--- src/hw/rtl/salru_pkg.sv ---
// ============================================================================
// salru_pkg
// Types, constants and helpers shared by the LRU cache set modules.
// ============================================================================
`default_nettype none

package salru_pkg;

    // Default geometry of the set.
    localparam int NUM_WAYS_DEF = 8;
    localparam int TAG_BITS_DEF = 32;

    // Fixed port widths.
    localparam int REQ_TAG_W = 32;
    localparam int EVT_TAG_W = 32;
    localparam int WAY_OUT_W = 3;
    localparam int OUTCOME_W = 2;

    // Outcome codes of one item.
    localparam logic [OUTCOME_W-1:0] OUT_HIT          = 2'd0;
    localparam logic [OUTCOME_W-1:0] OUT_MISS_INVALID = 2'd1;
    localparam logic [OUTCOME_W-1:0] OUT_MISS_FILL    = 2'd2;
    localparam logic [OUTCOME_W-1:0] OUT_MISS_REPLACE = 2'd3;

    // Sequencer states.
    typedef enum logic [1:0] {
        ST_IDLE,
        ST_SCAN,
        ST_DECIDE,
        ST_UPDATE
    } state_t;

    // Strobes from the sequencer to the line store.
    typedef struct packed {
        logic rd_en;
        logic tag_we;
        logic age_we;
    } mem_cmd_t;

    // Bits needed to index n entries (at least one).
    function automatic int idx_bits(input int n);
        return (n > 1) ? $clog2(n) : 1;
    endfunction

endpackage

`default_nettype wire

--- src/hw/rtl/salru_store.sv ---
// ============================================================================
// salru_store
// Tag and age memories of the set, one write port each and a shared
// read address with registered read data.
// ============================================================================
`default_nettype none

module salru_store #(
    parameter int NUM_WAYS = salru_pkg::NUM_WAYS_DEF,
    parameter int TAG_BITS = salru_pkg::TAG_BITS_DEF,
    localparam int WAY_W   = salru_pkg::idx_bits(NUM_WAYS)
) (
    input  wire                      clk,
    input  salru_pkg::mem_cmd_t      mem_cmd,
    input  wire  [WAY_W-1:0]         rd_addr,
    input  wire  [WAY_W-1:0]         wr_addr,
    input  wire  [TAG_BITS-1:0]      wr_tag,
    input  wire  [WAY_W-1:0]         wr_age,
    output logic [TAG_BITS-1:0]      rd_tag,
    output logic [WAY_W-1:0]         rd_age
);

    logic [TAG_BITS-1:0] tag_mem [NUM_WAYS];
    logic [WAY_W-1:0]    age_mem [NUM_WAYS];
    logic [TAG_BITS-1:0] rd_tag_reg;
    logic [WAY_W-1:0]    rd_age_reg;

    // Writes and registered reads; the sequencer never reads and writes one entry at once.
    always_ff @(posedge clk)
    begin
        if (mem_cmd.tag_we)
        begin
            tag_mem[wr_addr] <= wr_tag;
        end
        if (mem_cmd.age_we)
        begin
            age_mem[wr_addr] <= wr_age;
        end
        if (mem_cmd.rd_en)
        begin
            rd_tag_reg <= tag_mem[rd_addr];
            rd_age_reg <= age_mem[rd_addr];
        end
    end

    assign rd_tag = rd_tag_reg;
    assign rd_age = rd_age_reg;

endmodule

`default_nettype wire

--- src/hw/rtl/salru_ctrl.sv ---
// ============================================================================
// salru_ctrl
// Sequencer of the set: scans every way, picks the way to use, then sweeps
// the age memory to move that way to the most recently used position.
// ============================================================================
`default_nettype none

module salru_ctrl #(
    parameter int NUM_WAYS = salru_pkg::NUM_WAYS_DEF,
    parameter int TAG_BITS = salru_pkg::TAG_BITS_DEF,
    localparam int WAY_W   = salru_pkg::idx_bits(NUM_WAYS)
) (
    input  wire                                  clk,
    input  wire                                  rst_n,
    input  wire                                  start,
    input  wire  [salru_pkg::REQ_TAG_W-1:0]      req_tag,
    output logic                                 busy,
    output logic                                 done,
    output logic [salru_pkg::OUTCOME_W-1:0]      outcome,
    output logic [salru_pkg::WAY_OUT_W-1:0]      way_used,
    output logic                                 evicted_valid,
    output logic [salru_pkg::EVT_TAG_W-1:0]      evicted_tag,
    output salru_pkg::mem_cmd_t                  mem_cmd,
    output logic [WAY_W-1:0]                     rd_addr,
    output logic [WAY_W-1:0]                     wr_addr,
    output logic [TAG_BITS-1:0]                  wr_tag,
    output logic [WAY_W-1:0]                     wr_age,
    input  wire  [TAG_BITS-1:0]                  rd_tag,
    input  wire  [WAY_W-1:0]                     rd_age
);

    localparam int CNT_W = $clog2(NUM_WAYS + 1);
    localparam int RX_W  = (TAG_BITS > salru_pkg::REQ_TAG_W) ? TAG_BITS : salru_pkg::REQ_TAG_W;
    localparam int EX_W  = (TAG_BITS > salru_pkg::EVT_TAG_W) ? TAG_BITS : salru_pkg::EVT_TAG_W;
    localparam int WX_W  = (WAY_W > salru_pkg::WAY_OUT_W) ? WAY_W : salru_pkg::WAY_OUT_W;
    localparam logic [WAY_W-1:0] LAST_WAY = WAY_W'(NUM_WAYS - 1);

    salru_pkg::state_t state_reg, state_next;

    // Control state.
    logic [NUM_WAYS-1:0] valid_reg;
    logic [CNT_W-1:0]    count_reg;
    logic [CNT_W-1:0]    addr_reg;
    logic                rd_pend_reg;
    logic                done_reg;
    logic                match_found_reg;
    logic                inval_found_reg;

    // Item payload and scan results.
    logic [WAY_W-1:0]    rd_idx_reg;
    logic [TAG_BITS-1:0] tag_reg;
    logic [WAY_W-1:0]    match_way_reg;
    logic                match_valid_reg;
    logic [WAY_W-1:0]    match_age_reg;
    logic [WAY_W-1:0]    inval_way_reg;
    logic [WAY_W-1:0]    lru_way_reg;
    logic [TAG_BITS-1:0] lru_tag_reg;
    logic [WAY_W-1:0]    target_reg;
    logic                listed_reg;
    logic [WAY_W-1:0]    pos_reg;
    logic [WAY_W-1:0]    new_age_reg;
    logic [salru_pkg::OUTCOME_W-1:0] outcome_reg;
    logic [salru_pkg::WAY_OUT_W-1:0] way_reg;
    logic                ev_valid_reg;
    logic [salru_pkg::EVT_TAG_W-1:0] ev_tag_reg;

    logic                accept;
    logic                issue;
    logic                sweep_last;
    logic                line_valid;
    logic                line_hit;
    logic [RX_W-1:0]     req_ext;
    logic [TAG_BITS-1:0] tag_in;
    logic [EX_W-1:0]     lru_ext;
    logic [WX_W-1:0]     tgt_ext;
    logic [WAY_W-1:0]    dec_target;
    logic                dec_listed;
    logic [WAY_W-1:0]    dec_pos;
    logic                dec_replace;
    logic [salru_pkg::OUTCOME_W-1:0] dec_outcome;

    // Handshake and sweep bookkeeping.
    assign accept     = (state_reg == salru_pkg::ST_IDLE) && start;
    assign busy       = (state_reg != salru_pkg::ST_IDLE);
    assign issue      = (addr_reg < CNT_W'(NUM_WAYS));
    assign sweep_last = rd_pend_reg && (rd_idx_reg == LAST_WAY);

    // Request tag cut to the stored width.
    assign req_ext = RX_W'(req_tag);
    assign tag_in  = req_ext[TAG_BITS-1:0];

    // An invalid way is treated as holding the empty tag, so it matches only tag zero.
    assign line_valid = valid_reg[rd_idx_reg];
    assign line_hit   = line_valid ? (rd_tag == tag_reg) : (tag_reg == '0);

    // Choice of the way once the scan is complete.
    always_comb
    begin
        dec_replace = 1'b0;
        if (match_found_reg)
        begin
            dec_target  = match_way_reg;
            dec_listed  = match_valid_reg;
            dec_pos     = match_age_reg;
            dec_outcome = match_valid_reg ? salru_pkg::OUT_HIT : salru_pkg::OUT_MISS_INVALID;
        end
        else if (inval_found_reg)
        begin
            dec_target  = inval_way_reg;
            dec_listed  = 1'b0;
            dec_pos     = '0;
            dec_outcome = salru_pkg::OUT_MISS_FILL;
        end
        else
        begin
            dec_target  = lru_way_reg;
            dec_listed  = 1'b1;
            dec_pos     = '0;
            dec_outcome = salru_pkg::OUT_MISS_REPLACE;
            dec_replace = 1'b1;
        end
    end

    assign lru_ext = EX_W'(lru_tag_reg);
    assign tgt_ext = WX_W'(dec_target);

    // State register.
    always_ff @(posedge clk or negedge rst_n)
    begin
        if (!rst_n)
        begin
            state_reg <= salru_pkg::ST_IDLE;
        end
        else
        begin
            state_reg <= state_next;
        end
    end

    // Next state and memory strobes.
    always_comb
    begin
        state_next = state_reg;
        mem_cmd    = '0;
        rd_addr    = addr_reg[WAY_W-1:0];
        wr_addr    = rd_idx_reg;
        wr_tag     = tag_reg;
        wr_age     = new_age_reg;
        unique case (state_reg)
            salru_pkg::ST_IDLE:
            begin
                if (start)
                begin
                    state_next = salru_pkg::ST_SCAN;
                end
            end
            salru_pkg::ST_SCAN:
            begin
                mem_cmd.rd_en = issue;
                if (sweep_last)
                begin
                    state_next = salru_pkg::ST_DECIDE;
                end
            end
            salru_pkg::ST_DECIDE:
            begin
                // A hit keeps the stored tag; every other outcome stores the
                // request tag, so a validated way holds its tag in memory.
                mem_cmd.tag_we = (dec_outcome != salru_pkg::OUT_HIT);
                wr_addr        = dec_target;
                state_next     = salru_pkg::ST_UPDATE;
            end
            salru_pkg::ST_UPDATE:
            begin
                mem_cmd.rd_en = issue;
                if (rd_pend_reg)
                begin
                    if (rd_idx_reg == target_reg)
                    begin
                        mem_cmd.age_we = 1'b1;
                        wr_age         = new_age_reg;
                    end
                    else if (listed_reg && valid_reg[rd_idx_reg] && (rd_age > pos_reg))
                    begin
                        // Ways younger than the touched one move one step older.
                        mem_cmd.age_we = 1'b1;
                        wr_age         = rd_age - WAY_W'(1);
                    end
                end
                if (sweep_last)
                begin
                    state_next = salru_pkg::ST_IDLE;
                end
            end
            default:
            begin
                state_next = salru_pkg::ST_IDLE;
            end
        endcase
    end

    // Control registers.
    always_ff @(posedge clk or negedge rst_n)
    begin
        if (!rst_n)
        begin
            valid_reg       <= '0;
            count_reg       <= '0;
            addr_reg        <= '0;
            rd_pend_reg     <= 1'b0;
            done_reg        <= 1'b0;
            match_found_reg <= 1'b0;
            inval_found_reg <= 1'b0;
        end
        else
        begin
            done_reg    <= (state_reg == salru_pkg::ST_UPDATE) && sweep_last;
            rd_pend_reg <= mem_cmd.rd_en;
            if ((state_reg == salru_pkg::ST_IDLE) || (state_reg == salru_pkg::ST_DECIDE))
            begin
                addr_reg <= '0;
            end
            else if (mem_cmd.rd_en)
            begin
                addr_reg <= addr_reg + CNT_W'(1);
            end
            if (accept)
            begin
                match_found_reg <= 1'b0;
                inval_found_reg <= 1'b0;
            end
            else if ((state_reg == salru_pkg::ST_SCAN) && rd_pend_reg)
            begin
                if (line_hit)
                begin
                    match_found_reg <= 1'b1;
                end
                if (!line_valid)
                begin
                    inval_found_reg <= 1'b1;
                end
            end
            if (state_reg == salru_pkg::ST_DECIDE)
            begin
                valid_reg[dec_target] <= 1'b1;
                if (!dec_listed)
                begin
                    count_reg <= count_reg + CNT_W'(1);
                end
            end
        end
    end

    // Scan results and the result item.
    always_ff @(posedge clk)
    begin
        rd_idx_reg <= rd_addr;
        if (accept)
        begin
            tag_reg     <= tag_in;
            lru_way_reg <= '0;
            lru_tag_reg <= '0;
        end
        else if ((state_reg == salru_pkg::ST_SCAN) && rd_pend_reg)
        begin
            // Keep the lowest matching and lowest invalid way.
            if (line_hit && !match_found_reg)
            begin
                match_way_reg   <= rd_idx_reg;
                match_valid_reg <= line_valid;
                match_age_reg   <= rd_age;
            end
            if (!line_valid && !inval_found_reg)
            begin
                inval_way_reg <= rd_idx_reg;
            end
            if (line_valid && (rd_age == '0))
            begin
                lru_way_reg <= rd_idx_reg;
                lru_tag_reg <= rd_tag;
            end
        end
        if (state_reg == salru_pkg::ST_DECIDE)
        begin
            target_reg   <= dec_target;
            listed_reg   <= dec_listed;
            pos_reg      <= dec_pos;
            new_age_reg  <= dec_listed ? WAY_W'(count_reg - CNT_W'(1)) : WAY_W'(count_reg);
            outcome_reg  <= dec_outcome;
            way_reg      <= tgt_ext[salru_pkg::WAY_OUT_W-1:0];
            ev_valid_reg <= dec_replace;
            ev_tag_reg   <= dec_replace ? lru_ext[salru_pkg::EVT_TAG_W-1:0] : '0;
        end
    end

    assign done          = done_reg;
    assign outcome       = outcome_reg;
    assign way_used      = way_reg;
    assign evicted_valid = ev_valid_reg;
    assign evicted_tag   = ev_tag_reg;

endmodule

`default_nettype wire

--- src/hw/rtl/set_assoc_lru_cache_set.sv ---
// ============================================================================
// set_assoc_lru_cache_set
// One set of a set-associative cache with true LRU replacement.
// ============================================================================
// Usage:
//   An item (req_tag) is taken on a rising edge where start is high and busy
//   is low. The set reports one result item per request: done is high for one
//   cycle with outcome, way_used, evicted_valid and evicted_tag valid in that
//   cycle. The receiver cannot stall; the result is lost if not captured.
//   Sequence: busy stays high from the accepting edge until done rises, and
//   done rises at the same edge at which busy falls. A new item may be
//   started in the cycle in which done is shown, so the set takes no new
//   item before it has shown the result of the last. Each item makes two
//   passes over the tag/age memory, one entry per cycle with a registered
//   read: a tag scan and an age update sweep, with a decision state between
//   them, and then the idle state that shows the result.
//   Reset clears all valid bits and the valid count at once; no clearing pass
//   runs, and the first item may be started right after reset is released.
// ============================================================================
`default_nettype none

module set_assoc_lru_cache_set #(
    parameter int NUM_WAYS = salru_pkg::NUM_WAYS_DEF,
    parameter int TAG_BITS = salru_pkg::TAG_BITS_DEF
) (
    input  wire                                  clk,
    input  wire                                  rst_n,
    input  wire                                  start,
    input  wire  [salru_pkg::REQ_TAG_W-1:0]      req_tag,
    output logic                                 busy,
    output logic                                 done,
    output logic [salru_pkg::OUTCOME_W-1:0]      outcome,
    output logic [salru_pkg::WAY_OUT_W-1:0]      way_used,
    output logic                                 evicted_valid,
    output logic [salru_pkg::EVT_TAG_W-1:0]      evicted_tag
);

    localparam int WAY_W = salru_pkg::idx_bits(NUM_WAYS);

    salru_pkg::mem_cmd_t  mem_cmd;
    logic [WAY_W-1:0]     rd_addr;
    logic [WAY_W-1:0]     wr_addr;
    logic [TAG_BITS-1:0]  wr_tag;
    logic [WAY_W-1:0]     wr_age;
    logic [TAG_BITS-1:0]  rd_tag;
    logic [WAY_W-1:0]     rd_age;

    // Sequencer.
    salru_ctrl #(
        .NUM_WAYS (NUM_WAYS),
        .TAG_BITS (TAG_BITS)
    ) u_ctrl (
        .clk           (clk),
        .rst_n         (rst_n),
        .start         (start),
        .req_tag       (req_tag),
        .busy          (busy),
        .done          (done),
        .outcome       (outcome),
        .way_used      (way_used),
        .evicted_valid (evicted_valid),
        .evicted_tag   (evicted_tag),
        .mem_cmd       (mem_cmd),
        .rd_addr       (rd_addr),
        .wr_addr       (wr_addr),
        .wr_tag        (wr_tag),
        .wr_age        (wr_age),
        .rd_tag        (rd_tag),
        .rd_age        (rd_age)
    );

    // Tag and age memories.
    salru_store #(
        .NUM_WAYS (NUM_WAYS),
        .TAG_BITS (TAG_BITS)
    ) u_store (
        .clk     (clk),
        .mem_cmd (mem_cmd),
        .rd_addr (rd_addr),
        .wr_addr (wr_addr),
        .wr_tag  (wr_tag),
        .wr_age  (wr_age),
        .rd_tag  (rd_tag),
        .rd_age  (rd_age)
    );

endmodule

`default_nettype wire

--- config.mk ---
export PLATFORM = sky130hd
export DESIGN_NAME = set_assoc_lru_cache_set
export DESIGN_NICKNAME = d
export VERILOG_FILES = /design/src/hw/rtl/salru_pkg.sv /design/src/hw/rtl/salru_store.sv /design/src/hw/rtl/salru_ctrl.sv /design/src/hw/rtl/set_assoc_lru_cache_set.sv
export SDC_FILE = /design/constraint.sdc
export NUM_CORES = 1
export LEC_CHECK = 0
export BUFFER_PORTS_ARGS = -buffer_cell sky130_fd_sc_hd__buf_2
export CAP_MARGIN = 20
export CORE_AREA = 5 5 208 210
export DETAILED_ROUTE_END_ITERATION = 8
export DIE_AREA = 0 0 213 215
export PLACE_DENSITY = 0.62
export SETUP_SLACK_MARGIN = 0.3
export SLEW_MARGIN = 20
export SYNTH_ARGS = -nofsm -noshare
export SYNTH_HDL_FRONTEND = slang
export SYNTH_SLANG_ARGS = --single-unit
--- constraint.sdc ---
create_clock -name clk -period 13.35 [get_ports clk]
set_clock_uncertainty 0.05 [all_clocks]
set_input_delay 0.6675 -clock clk [delete_from_list [all_inputs] [get_ports clk]]
set_output_delay 0.6675 -clock clk [all_outputs]
set_load 0.005 [all_outputs]
After elaboration in Yosys (flattened, before gate mapping)

Memory sizes are Yosys's and may differ from the RTL's. A register that Yosys moved wholly into a read port is not among the register bits.
Index checks and enable logic that the tools add are counted.

Output and inout bits: 40
Memories: 2
Register bits: 147
RAM bits: 280
Word-level logic and storage cells: 118

Add/subtract/negate cells: 4
Bitwise logic cells: 3
Reduce and logical (&&, ||, !) cells: 30
Multiplexer cells: 41
$lt $le $gt $ge: 5
Equality and inequality tests: 10

Memories:

| memory          | words | width | read ports | clocked after memory_dff | wr ports | RTL line          | text |
|---|---|---|---|---|---|---|---|
| u_store.tag_mem | 8     | 32    | 1          | 1                        | 1        | salru_store.sv:23 | `logic [TAG_BITS-1:0] tag_mem [NUM_WAYS];` |
| u_store.age_mem | 8     | 3     | 1          | 1                        | 1        | salru_store.sv:24 | `logic [WAY_W-1:0] age_mem [NUM_WAYS];` |

Operator list:

| kind                                                                         | number |
|---|---|
| 32-bit == test                                                               | 1 |
| 32-bit zero test                                                             | 1 |
| 1-bit 2-to-1 mux                                                             | 24 |
| 3-bit 2-to-1 mux                                                             | 8 |
| 1-bit logical AND                                                            | 10 |
| 2-bit nonzero test                                                           | 5 |
| 3-bit AND reduction                                                          | 3 |
| 4-bit by 1-bit adder with 4-bit output, second input constant                | 2 |
| 3-bit by 4-bit less-than comparator with 1-bit output, second input constant | 2 |
| 2-bit 2-to-1 mux                                                             | 4 |
| 4-bit 2-to-1 mux                                                             | 2 |
| 8-bit OR                                                                     | 1 |
| 2-bit case mux with 4 select lines                                           | 1 |
| 2-bit AND reduction                                                          | 4 |
| 2-bit by 1-bit != test with 1-bit output, second input constant              | 3 |
| 3-bit by 1-bit subtractor with 3-bit output, second input constant           | 2 |
| 2-bit == test, second input constant                                         | 2 |
| 4-bit less-than comparator, second input constant                            | 1 |
| 1-bit binary-select mux with 3-bit select                                    | 1 |
| 1-bit demux with 3-bit select                                                | 1 |
| 3-bit == test                                                                | 1 |
| 3-bit == test, second input constant                                         | 1 |
| 3-bit by 1-bit >= comparator with 1-bit output, second input constant        | 1 |
| 3-bit > comparator                                                           | 1 |
| 8 further kinds                                                              | 11 |

Depth between registers and ports, before layout

Gate-level depths: netlist of run 1.

Depth in word-level cells: 10
Mapped depth: 9
Gate-level depth less buffers: 7

Cells and area by module

Synthesis of run 1 repeated with hierarchy kept, for this count alone.

Cell total of the unflattened synthesis: 944
Area total of the unflattened synthesis: 17878.4 um2

By module, submodules not included:

| module      | times used | area each (um2) | cells an instance |
|---|---|---|---|
| salru_store | 1          | 11928.9         | 463 |
| salru_ctrl  | 1          | 5949.5          | 481 |

Worst setup path before layout of run 1

No wires, ideal clock.

Path type: reg2reg
Start point: reg u_ctrl.state_reg[0]
End point: mem u_store.tag_mem[7][0] in the netlist's numbering, enable pin
Path slack: 8123 ps
Cell stages (with the launch flop): 6
Arrival: 4716 ps
Clock period less this slack: 5227 ps
Data required time: 12839 ps
Path buffers: 0
Cell sequence: dfrtp_1 -> inv_1 -> ha_1 -> o211ai_1 -> a21boi_1 -> nor3_1

Word-level cells in the longest chain between the ends: 4
Elaborated cells on any way between the ends: 5

RTL lines:

| element                                | RTL line          | text |
|---|---|---|
| from (decl)                            | salru_ctrl.sv:38  | `salru_pkg::state_t state_reg, state_next;` |
| from (signal assigned)                 | salru_ctrl.sv:132 | `state_reg <= salru_pkg::ST_IDLE;` |
| from (signal assigned)                 | salru_ctrl.sv:136 | `state_reg <= state_next;` |
| 2-bit == test *                        | salru_ctrl.sv:149 | `unique case (state_reg)` |
| 1-bit 2-to-1 mux                       | salru_ctrl.sv:149 |  |
| 1-bit 2-to-1 mux                       | salru_store.sv:31 | `if (mem_cmd.tag_we)` |
| 1-bit 2-to-1 mux (not written as such) | salru_store.sv:33 | `tag_mem[wr_addr] <= wr_tag;` |
| to (decl)                              | salru_store.sv:23 |  |

Every way passes the cells marked *; elsewhere a longest branch is shown, timed or not.

Final worst setup path of run 1

Start point: reg u_ctrl.state_reg[0]
End point: mem u_store.tag_mem[3][9] in the netlist's numbering, enable pin

The elaborated chain is that of the path after synthesis.

==> metrics.csv, run 1 <==
stage,metric,value,unit
run_status,status,"finished, final reports clean",
synthesis,syn_area,17500,µm²
synthesis,avgSynthCellArea,18.6,µm²
grt,grtUsageTotal,0.153,
timing,setup_slack,9.08,ns
clock_tree,cts_post_setup_buffers_inserted,0,
routing,detail_route.first_pass.iterations,5,
power_and_ir_drop,p_leak,6.58,nW
placed_design,pre_cts_ws,8.90,ns
floorplanning,num_io_pins,75,
critical_path,cp.required,13.57,ns
critical_path,critical_path_class,reg2reg,
routing,drt_wl_total,35100,µm
floorplanning,coreArea,41400,µm²
power_and_ir_drop,pwr_density_cell,207,nW/µm²
timing,fin_crit,4.27,ns
synthesis,yosysTopAreaCellShare,0.688,
timing,slew_violations,0,
synthesis,synth_nets,990,
critical_path,endpoint_kind,flip-flop,
routing,top_layer,met4,
timing,rsz0062_at_grt,no,
routing,routedLengthMet1,15200,µm
finish,multi_input_area,4000,µm²
finish,final_cell_count_no_fill,1623,
timing,slew_headroom,0.334,
placed_design,place_congestion,0.775,
grt,antenna_found_initial,0,
floorplanning,initial_core_util,0.424,
critical_path,critPathLaunchType,flip-flop,
placed_design,port_buffers,74,
routing,via_count,8422,
synthesis,yosysUniqueCellTypes,39,
synthesis,synth_area_leaders,"edfxtp_1 69%, mux4_2 9.2%, dfxtp_1 4.3%",
timing,finalCritPeriodShare,0.320,
flow_run,max-cap-violations,0,
finish,fin_nets,1093,
floorplanning,die_area,45800,µm²
power_and_ir_drop,p_total,0.00418,W
clock_tree,htreeDepth,2,
finish,seq_area,13400,µm²
timing,setup_viol,0,
clock_tree,cts_root_buffer,clkbuf_16,
floorplanning,row_count,75,
placed_design,dp_hpwl,20800,µm
synthesis,synth_warnings,0,
finish,num-fill-cells,3384,
timing,fin_tns_setup,0,ns
timing,finalHoldViolations,0,
critical_path,arrival,4.49,ns
critical_path,critPathMaxFanout,31,
finish,largest_reg_flops,256,
routing,ant_nets,0,
clock_tree,cts_max_path_buffers,3,
grt,grt_pass1_wl,53000,µm
routing,drc,0,
grt,grt_start_max_net_pins,71,
routing,wl_met2,17500,µm
clock_tree,holdBufCountCts,0,
grt,grt_remaining_overflow,0,
finish,regMostFlops,u_store.tag_mem,
synthesis,syn-instance-count,942,
floorplanning,dieHeight,215,µm
hold_path,hold_class,in2async,
synthesis,synth_top_area_cell,edfxtp_1,
timing,tightestPinTransition,1.00,ns
finish,drive_gt1_frac,0.268,
clock_tree,ctsResizeCount,0,
synthesis,synth_edf_count,402,
routing,wl_met3,1740,µm
clock_tree,clock_latency,0.57,ns
routing,viasPerCell,5.19,
routing,wl_per_cell,21.6,µm
timing,fmax,0.234,GHz
grt,grt_pass1_vias,8829,
synthesis,synth-async-reset-ratio,0.0456,
synthesis,ys_seq_area_frac,0.762,
clock_tree,cts_num_sinks,461,
clock_tree,cts_buffers,48,
floorplanning,die_x,213,µm
clock_tree,clkTransAtPathRegs,0.06,ns
finish,diodes,0,
synthesis,ys.flop_type,edfxtp_1,
power_and_ir_drop,ir_worst_vdd,0.0973,mV
routing,drt_iter0_markers,552,
clock_tree,cts_tree,yes,
finish,area_growth,15.1,%
placed_design,place_inst,1530,
synthesis,synth_seq_cells,461,
[Yosys cell counts, types with 4 or more instances]
cell type  number
mux2i_1         6
nor3_1         13
xor2_1          4
o21ai_0         7
mux4_2         72
clkbuf_1       24
nand2_1        84
edfxtp_1      402
buf_2          10
mux2_2         40
o21bai_1        9
ha_1           13
nand4_1        10
xnor2_1        36
nor2_1         16
nor4_1         11
and2_1         36
dfxtp_1        38
nand3_1         7
a21oi_1        37
buf_4           4
inv_1          20
dfrtp_1        21
[kinds of logic after synthesis]
family | synth area share
compound gates | 0.0210
xor+xnor | 0.0200
mux | 0.123
buf+inv | 0.0140
simple gates | 0.0512
flops | 0.762
fa+ha+maj | 0.00928
[cells in the final DEF (no fill, tap or decap), types with 10 or more instances in the layout]
master and count:
dfxtp_1 38, mux2_2 40, buf_2 74, inv_1 20, dfrtp_1 18, nor2_1 10
nor4_1 11, nand2_1 84, ha_1 12, xnor2_1 36, mux4_2 72, a21oi_1 37
and2_1 35, buf_4 13, clkbuf_1 12, nand4_1 10, clkbuf_16 49, edfxtp_1 402
[metal layers]
layer | up-vias | global-route usage
li1 | 3857 | -
met1 | 4336 | 0.209
met2 | 180 | 0.253
met3 | 49 | 0.0340
met4 | 0 | 0.0367
met5 | - | 0
[critical path, cell delays in order, from the launching register on]
cell and delay, ns:
dfrtp_1 0.40, inv_1 0.15, ha_2 0.74, buf_4 0.48, mux2i_1 0.83, nand2_1 0.40, nor2_4 0.63, buf_16 0.23
[report_power, final]
part	internal (W)	leakage [nW]	total, W	switching, W
clock network	0.000735	0.734	0.00127	0.000531
registers	0.00192	4.24	0.00211	0.000190
logic	0.000374	1.61	0.000803	0.000429
total	0.00303	6.58	0.00418	0.00115
[area by class of cell]
cell class / instances / area share
Inverter: 20 / 0.00372
Timing Repair Buffer: 91 / 0.0283
Clock buffer: 65 / 0.0657
Multi-Input combinational cell: 423 / 0.198
Sequential cell: 461 / 0.662
Clock inverter: 24 / 0.00868
Tap cell: 539 / 0.0334
[through the flow]
stage / hold slack, ns / cell area (µm²) / util
after floorplan: 0.295 / 17500 / -
after global placement: 0.382 / 18600 / 0.449
after detailed placement: 0.387 / 18600 / 0.449
after CTS: 0.0109 / 20100 / 0.485
after global routing: 0.0491 / 20200 / 0.488
final: 0.0219 / 20200 / 0.488
[worst paths after layout]
check	from	to	slack, ns	cells past startpoint
max	u_ctrl.state_reg[0]$_DFFE_PN0P_	u_store.tag_mem[3][9]$_DFFE_PP_	9.08	7
min	rst_n	u_ctrl.done$_DFF_PN0_	0.02	1
max reg2reg	u_ctrl.state_reg[0]$_DFFE_PN0P_	u_store.tag_mem[3][9]$_DFFE_PP_	9.08	7
min reg2reg	u_ctrl.lru_ext[27]$_SDFFE_PP0P_	u_ctrl.lru_ext[27]$_SDFFE_PP0P_	0.40	2
max in group asynchronous	rst_n	u_ctrl.addr_reg[0]$_DFFE_PN0P_	12.82	1
min in group clk	req_tag[14]	u_ctrl.wr_tag[14]$_DFFE_PP_	0.22	1
Note: power is estimated with default switching activity, not from simulation.
==> run 2, diff against run 1 <==
clock period = 4.1 ns   (was 13.35 ns; I/O delays follow)
==> metrics.csv, run 2 (same netlist as run 1, synthesis figures left out) <==
stage,metric,value,unit,change
finish,seq_area,13400,µm²,unchanged
timing,rsz0062_at_grt,no,,unchanged
clock_tree,clock_latency,0.56,ns,was 0.57 ns
floorplanning,die_area,45800,µm²,unchanged
placed_design,pre_cts_ws,0.688,ns,was 8.90 ns
power_and_ir_drop,p_total,0.0137,W,was 0.00418 W
finish,drive_gt1_frac,0.262,,was 0.268
clock_tree,cts_buffers,47,,was 48
floorplanning,num_io_pins,75,,unchanged
critical_path,r2r_setup_slack,0.71,ns,was 9.08 ns
critical_path,critPathBufInv,1,,was 3
routing,drc,0,,unchanged
timing,setup_viol,0,,unchanged
finish,num-fill-cells,3388,,was 3384
routing,drt_iter0_markers,664,,was 552
grt,grt_pass1_wl,54400,µm,was 53000 µm
floorplanning,die_x,213,µm,unchanged
critical_path,slowest_delay,0.63,ns,was 0.83 ns
floorplanning,initial_core_util,0.424,,unchanged
critical_path,crit_family,compound AO/OA/AOI/OAI gates,,was simple AND/OR/NAND/NOR gates
run_status,status,"finished, final reports clean",,unchanged
finish,diodes,0,,unchanged
power_and_ir_drop,ir_worst_vdd,0.349,mV,was 0.0973 mV
routing,ant_nets,0,,unchanged
placed_design,place_congestion,0.762,,was 0.775
grt,grt_pass1_vias,9080,,was 8829
finish,regMostFlops,u_store.tag_mem,,unchanged
clock_tree,cts_max_path_buffers,3,,unchanged
routing,wl_per_cell,21.5,µm,was 21.6 µm
grt,grtUsageTotal,0.157,,was 0.153
timing,slew_violations,0,,unchanged
placed_design,dp_hpwl,21900,µm,was 20800 µm
floorplanning,row_count,75,,unchanged
timing,tightestPinTransition,0.928,ns,was 1.00 ns
power_and_ir_drop,p_leak,6.77,nW,was 6.58 nW
grt,grt_util_met3,0.0242,,was 0.0340
timing,setup_slack,0.714,ns,was 9.08 ns
floorplanning,coreArea,41400,µm²,unchanged
critical_path,critPathSlowestCell,a21boi_1,,was mux2i_1
critical_path,endpoint_kind,flip-flop,,unchanged
routing,detail_route.first_pass.iterations,4,,was 5
timing,finalHoldViolations,0,,unchanged
timing,slew_headroom,0.381,,was 0.334
timing,fin_crit,3.39,ns,was 4.27 ns
flow_run,max-cap-violations,0,,unchanged
finish,final_cell_mix,"402 x edfxtp_1, 84 x nand2_1, 74 x buf_2",,unchanged
grt,grt_start_max_net_pins,75,,was 71
grt,busiest_layer,met2,,unchanged
grt,grt_use_met1,0.218,,was 0.209
grt,globalRouteMet2Util,0.262,,was 0.253
finish,final_cell_count_no_fill,1660,,was 1623
floorplanning,dieHeight,215,µm,unchanged
placed_design,placed_area,18800,µm²,was 18600 µm²
finish,multi_input_area,4030,µm²,was 4000 µm²
grt,antenna_found_initial,0,,unchanged
hold_path,holdPathEnd,u_ctrl.state_reg[0]$_DFFE_PN0P_,,
critical_path,critical_path_class,reg2reg,,unchanged
clock_tree,htreeDepth,2,,unchanged
finish,fin_nets,1132,,was 1093
finish,area_growth,17.4,%,was 15.1%
critical_path,r2r_end,u_store.tag_mem[0][26]$_DFFE_PP_,,was u_store.tag_mem[3][9]$_DFFE_PP_
critical_path,critPathLaunchType,flip-flop,,unchanged
critical_path,reg2reg_depth,6,,was 7
timing,fmax,0.295,GHz,was 0.234 GHz
hold_path,hold_depth,3,,
grt,grt_remaining_overflow,0,,unchanged
finish,design_area,20600,µm²,was 20200 µm²
placed_design,port_buffers,74,,unchanged
clock_tree,clkTransAtPathRegs,0.06,ns,about the same
routing,viasPerCell,5.21,,was 5.19
finish,layout_commonest_cell,edfxtp_1,,unchanged
power_and_ir_drop,pwr_density_cell,667,nW/µm²,was 207 nW/µm²
placed_design,place_inst,1541,,was 1530
routing,via_count,8649,,was 8422
hold_path,hold_start,start,,
critical_path,arrival,3.60,ns,was 4.49 ns
timing,fin_tns_setup,0,ns,unchanged
critical_path,critPathMaxFanout,18,,was 31
timing,finalCritPeriodShare,0.826,,was 0.320
critical_path,path_cells,mux2_2 -> o211ai_1 -> a21boi_1 -> nand2_1 -> nor2_4 -> buf_12,,was inv_1 -> ha_2 -> buf_4 -> mux2i_1 -> nand2_1 -> nor2_4 -> buf_16
finish,largest_reg_flops,256,,unchanged
critical_path,r2r-start,u_ctrl.inval_found_reg$_DFFE_PN0P_,,was u_ctrl.state_reg[0]$_DFFE_PN0P_
clock_tree,cts_root_buffer,clkbuf_16,,unchanged
clock_tree,cts_num_sinks,461,,unchanged
clock_tree,cts_tree,yes,,unchanged
critical_path,cp.required,4.31,ns,was 13.57 ns
hold_path,hold_class,in2reg,,was in2async
routing,drt_wl_total,35800,µm,was 35100 µm
clock_tree,cts_post_setup_buffers_inserted,0,,unchanged
==> run 2: power breakdown <==
part           total (W)  internal (W)  switching (W)
combinational    0.00273       0.00126        0.00147
clock            0.00413       0.00243        0.00170
sequential       0.00686       0.00626       0.000607
total             0.0137       0.00995        0.00378
==> run 2: layout make-up <==
type / instances / area share
Clock inverter: 19 / 0.00985
Multi-Input combinational cell: 423 / 0.196
Tap cell: 539 / 0.0328
Inverter: 20 / 0.00365
Clock buffer: 67 / 0.0623
Sequential cell: 461 / 0.649
Timing Repair Buffer: 131 / 0.0464
==> run 2: how the worst max path moves through the flow <==
stage | from | end | slack, ns | cells past startpoint
6_report | u_ctrl.inval_found_reg$_DFFE_PN0P_ | u_store.tag_mem[0][26]$_DFFE_PP_ | 0.71 | 6
5_1_grt | u_ctrl.inval_found_reg$_DFFE_PN0P_ | u_store.tag_mem[0][26]$_DFFE_PP_ | 0.52 | 6
4_1_cts | u_ctrl.inval_found_reg$_DFFE_PN0P_ | u_store.tag_mem[0][24]$_DFFE_PP_ | 0.69 | 6
3_5_place_dp | u_ctrl.inval_found_reg$_DFFE_PN0P_ | u_store.tag_mem[0][24]$_DFFE_PP_ | 0.69 | 6
3_3_place_gp | u_ctrl.inval_found_reg$_DFFE_PN0P_ | u_store.tag_mem[2][24]$_DFFE_PP_ | 0.78 | 6
2_1_floorplan | u_ctrl.state_reg[0]$_DFFE_PN0P_ | u_store.tag_mem[3][0]$_DFFE_PP_ | 0.19 | 5
==> run 2: per-stage QoR <==
step	hold slack (ns)	util
global route	0.0890	0.497
floorplan	-0.141	-
finish	0.0621	0.497
global placement	0.167	0.453
CTS	0.0407	0.497
detailed placement	0.165	0.453
==> run 2: routing by layer <==
layer  vias to the layer above  share of wire
met4                         0          0.019
met5                         -              0
li1                       3943              -
met2                       160           0.50
met1                      4498           0.44
met3                        48          0.042
==> run 2: repair_timing <==
| item | CTS | global route |
|---|---|---|
| setup endpoints to repair | 0 | 0 |
| resized for setup | 0 | 0 |
| endpoints found under the hold margin | 53 | 0 |
| hold buffers | 33 | 0 |
==> run 2: tightest hold or removal path, cell delays in order <==
cell       delay, ns
buf_2           0.12
a2bb2oi_1       0.16
o21ai_0         0.15
==> run 3, diff against run 2 <==
clock period = 3.2 ns   (was 4.1 ns; I/O delays follow)
==> metrics.csv, run 3 (same netlist as run 1, synthesis figures left out) <==
stage,metric,value,unit,change
critical_path,critPathBufInv,3,,was 1
clock_tree,cts_post_setup_buffers_inserted,0,,unchanged
critical_path,endpoint_kind,flip-flop,,unchanged
critical_path,r2r_end,u_store.tag_mem[3][28]$_DFFE_PP_,,was u_store.tag_mem[0][26]$_DFFE_PP_
timing,tightestPinTransition,0.905,ns,was 0.928 ns
routing,via_count,8570,,was 8649
flow_run,max-cap-violations,0,,unchanged
routing,wl_per_cell,21.4,µm,was 21.5 µm
routing,drt_iter0_markers,567,,was 664
grt,grt_start_max_net_pins,70,,was 75
timing,holdWs,0.0578,ns,was 0.0621 ns
finish,fin_nets,1138,,was 1132
floorplanning,coreArea,41400,µm²,unchanged
clock_tree,cts_tree,yes,,unchanged
floorplanning,die_area,45800,µm²,unchanged
critical_path,reg2reg_depth,8,,was 6
critical_path,path_cells,inv_1 -> ha_4 -> o211ai_1 -> buf_4 -> o21ai_1 -> nand2_1 -> nor2_4 -> buf_12,,was mux2_2 -> o211ai_1 -> a21boi_1 -> nand2_1 -> nor2_4 -> buf_12
placed_design,place_congestion,0.803,,was 0.762
floorplanning,row_count,75,,unchanged
finish,diodes,0,,unchanged
critical_path,crit_family,buffers and inverters,,was compound AO/OA/AOI/OAI gates
critical_path,slowest_delay,0.40,ns,was 0.63 ns
critical_path,arrival,2.83,ns,was 3.60 ns
finish,layout_commonest_cell,edfxtp_1,,unchanged
hold_path,hold_class,in2async,,was in2reg
routing,drc,0,,unchanged
floorplanning,initial_core_util,0.424,,unchanged
finish,regMostFlops,u_store.tag_mem,,unchanged
finish,drive_gt1_frac,0.272,,was 0.262
timing,slew_headroom,0.397,,was 0.381
critical_path,cp.required,3.39,ns,was 4.31 ns
clock_tree,clock_latency,0.56,ns,about the same
run_status,status,"finished, final reports clean",,unchanged
routing,drt_wl_total,35600,µm,was 35800 µm
clock_tree,cts_buffers,47,,unchanged
finish,seq_area,13400,µm²,unchanged
finish,area_growth,18.1,%,was 17.4%
placed_design,port_buffers,74,,unchanged
critical_path,critPathLaunchType,flip-flop,,unchanged
timing,rsz0062_at_grt,no,,unchanged
critical_path,critPathMaxFanout,32,,was 18
floorplanning,die_x,213,µm,unchanged
grt,grt_pass1_wl,54400,µm,about the same
finish,final_cell_mix,"402 x edfxtp_1, 84 x nand2_1, 74 x buf_2",,unchanged
grt,grt_pass1_vias,9021,,was 9080
finish,finalCoreUtilization,0.501,,was 0.497
timing,fin_crit,2.63,ns,was 3.39 ns
timing,setup_viol,0,,unchanged
timing,fmax,0.380,GHz,was 0.295 GHz
routing,ant_nets,0,,unchanged
timing,finalCritPeriodShare,0.823,,was 0.826
timing,finalHoldViolations,0,,unchanged
routing,viasPerCell,5.14,,was 5.21
grt,grtUsageTotal,0.156,,was 0.157
finish,num-fill-cells,3357,,was 3388
grt,antenna_found_initial,0,,unchanged
clock_tree,cts_num_sinks,461,,unchanged
critical_path,r2r-start,u_ctrl.state_reg[0]$_DFFE_PN0P_,,was u_ctrl.inval_found_reg$_DFFE_PN0P_
grt,grt_remaining_overflow,0,,unchanged
floorplanning,dieHeight,215,µm,unchanged
power_and_ir_drop,ir_worst_vdd,0.475,mV,was 0.349 mV
clock_tree,clkTransAtPathRegs,0.06,ns,about the same
finish,multi_input_area,4060,µm²,was 4030 µm²
placed_design,dp_hpwl,22100,µm,was 21900 µm
power_and_ir_drop,pwr_density_cell,853,nW/µm²,was 667 nW/µm²
timing,slew_violations,0,,unchanged
floorplanning,num_io_pins,75,,unchanged
critical_path,critical_path_class,reg2reg,,unchanged
power_and_ir_drop,p_leak,6.83,nW,was 6.77 nW
critical_path,critPathSlowestCell,dfrtp_1,,was a21boi_1
finish,largest_reg_flops,256,,unchanged
critical_path,r2r_setup_slack,0.57,ns,was 0.71 ns
clock_tree,cts_max_path_buffers,3,,unchanged
routing,detail_route.first_pass.iterations,5,,was 4
clock_tree,ctsResizeCount,0,,unchanged
timing,fin_tns_setup,0,ns,unchanged
finish,final_cell_count_no_fill,1666,,was 1660
clock_tree,htreeDepth,2,,unchanged
clock_tree,cts_root_buffer,clkbuf_16,,unchanged
placed_design,place_inst,1546,,was 1541
## run 3: timing repair
action | 4_1_cts | 5_1_grt
hold endpoints to repair | 54 | 0
endpoints found under the setup margin | 0 | 0
hold buffers | 34 | 0
## run 3: how the worst max path moves through the flow
| stage | to | slack, ns | from | depth (start not counted) |
|---|---|---|---|---|
| 6_report | u_store.tag_mem[3][28]$_DFFE_PP_ | 0.57 | u_ctrl.state_reg[0]$_DFFE_PN0P_ | 8 |
| 2_1_floorplan | u_store.tag_mem[1][0]$_DFFE_PP_ | 0.30 | u_ctrl.state_reg[0]$_DFFE_PN0P_ | 6 |
| 3_5_place_dp | u_store.tag_mem[0][17]$_DFFE_PP_ | 0.61 | u_ctrl.inval_found_reg$_DFFE_PN0P_ | 6 |
| 3_3_place_gp | u_ctrl.match_age_reg[0]$_DFFE_PP_ | 0.67 | u_ctrl.wr_tag[19]$_DFFE_PP_ | 6 |
| 5_1_grt | u_store.age_mem[6][1]$_DFFE_PP_ | 0.45 | u_store.rd_age[1]$_DFFE_PP_ | 6 |
| 4_1_cts | u_store.tag_mem[3][16]$_DFFE_PP_ | 0.59 | u_ctrl.state_reg[0]$_DFFE_PN0P_ | 8 |
## run 3: through the flow
step           cell area [µm²]  power [W]  setup slack, ns
2_1_floorplan            17700     0.0111            0.300
3_3_place_gp             18900     0.0125            0.669
3_5_place_dp             18900     0.0126            0.614
4_1_cts                  20700     0.0179            0.594
5_1_grt                  20700     0.0185            0.448
6_report                 20700     0.0177            0.565
## run 3: layer usage
| metal | wire, µm | global-route usage | vias up |
|---|---|---|---|
| met3 | 1520 | 0.0264 | 50 |
| met5 | 0 | 0 | - |
| met1 | 15700 | 0.216 | 4404 |
| met2 | 17700 | 0.258 | 171 |
| li1 | - | - | 3945 |
| met4 | 721 | 0.0450 | 0 |
## run 3: power breakdown
group	switching [W]	total [W]	internal, W
Sequential	0.000777	0.00879	0.00801
Combinational	0.00189	0.00358	0.00168
Clock	0.00222	0.00531	0.00309
Total	0.00489	0.0177	0.0128
## run 3: worst reg2reg max path: cells and delay by family (launching register included)
| kind | cells | cell delay, ns |
|---|---|---|
| AOI/OAI and AO/OA | 2 | 0.47 |
| adders and majority gates | 1 | 0.25 |
| buffers and inverters | 3 | 0.58 |
| DFF | 1 | 0.40 |
| and+or+nand+nor | 2 | 0.51 |
## run 3: layout make-up
class,instances,area share
Clock inverter,24,0.00973
Clock buffer,62,0.0625
Sequential cell,461,0.645
Timing Repair Buffer,137,0.0503
Multi-Input combinational cell,423,0.196
Inverter,20,0.00362
Tap cell,539,0.0326
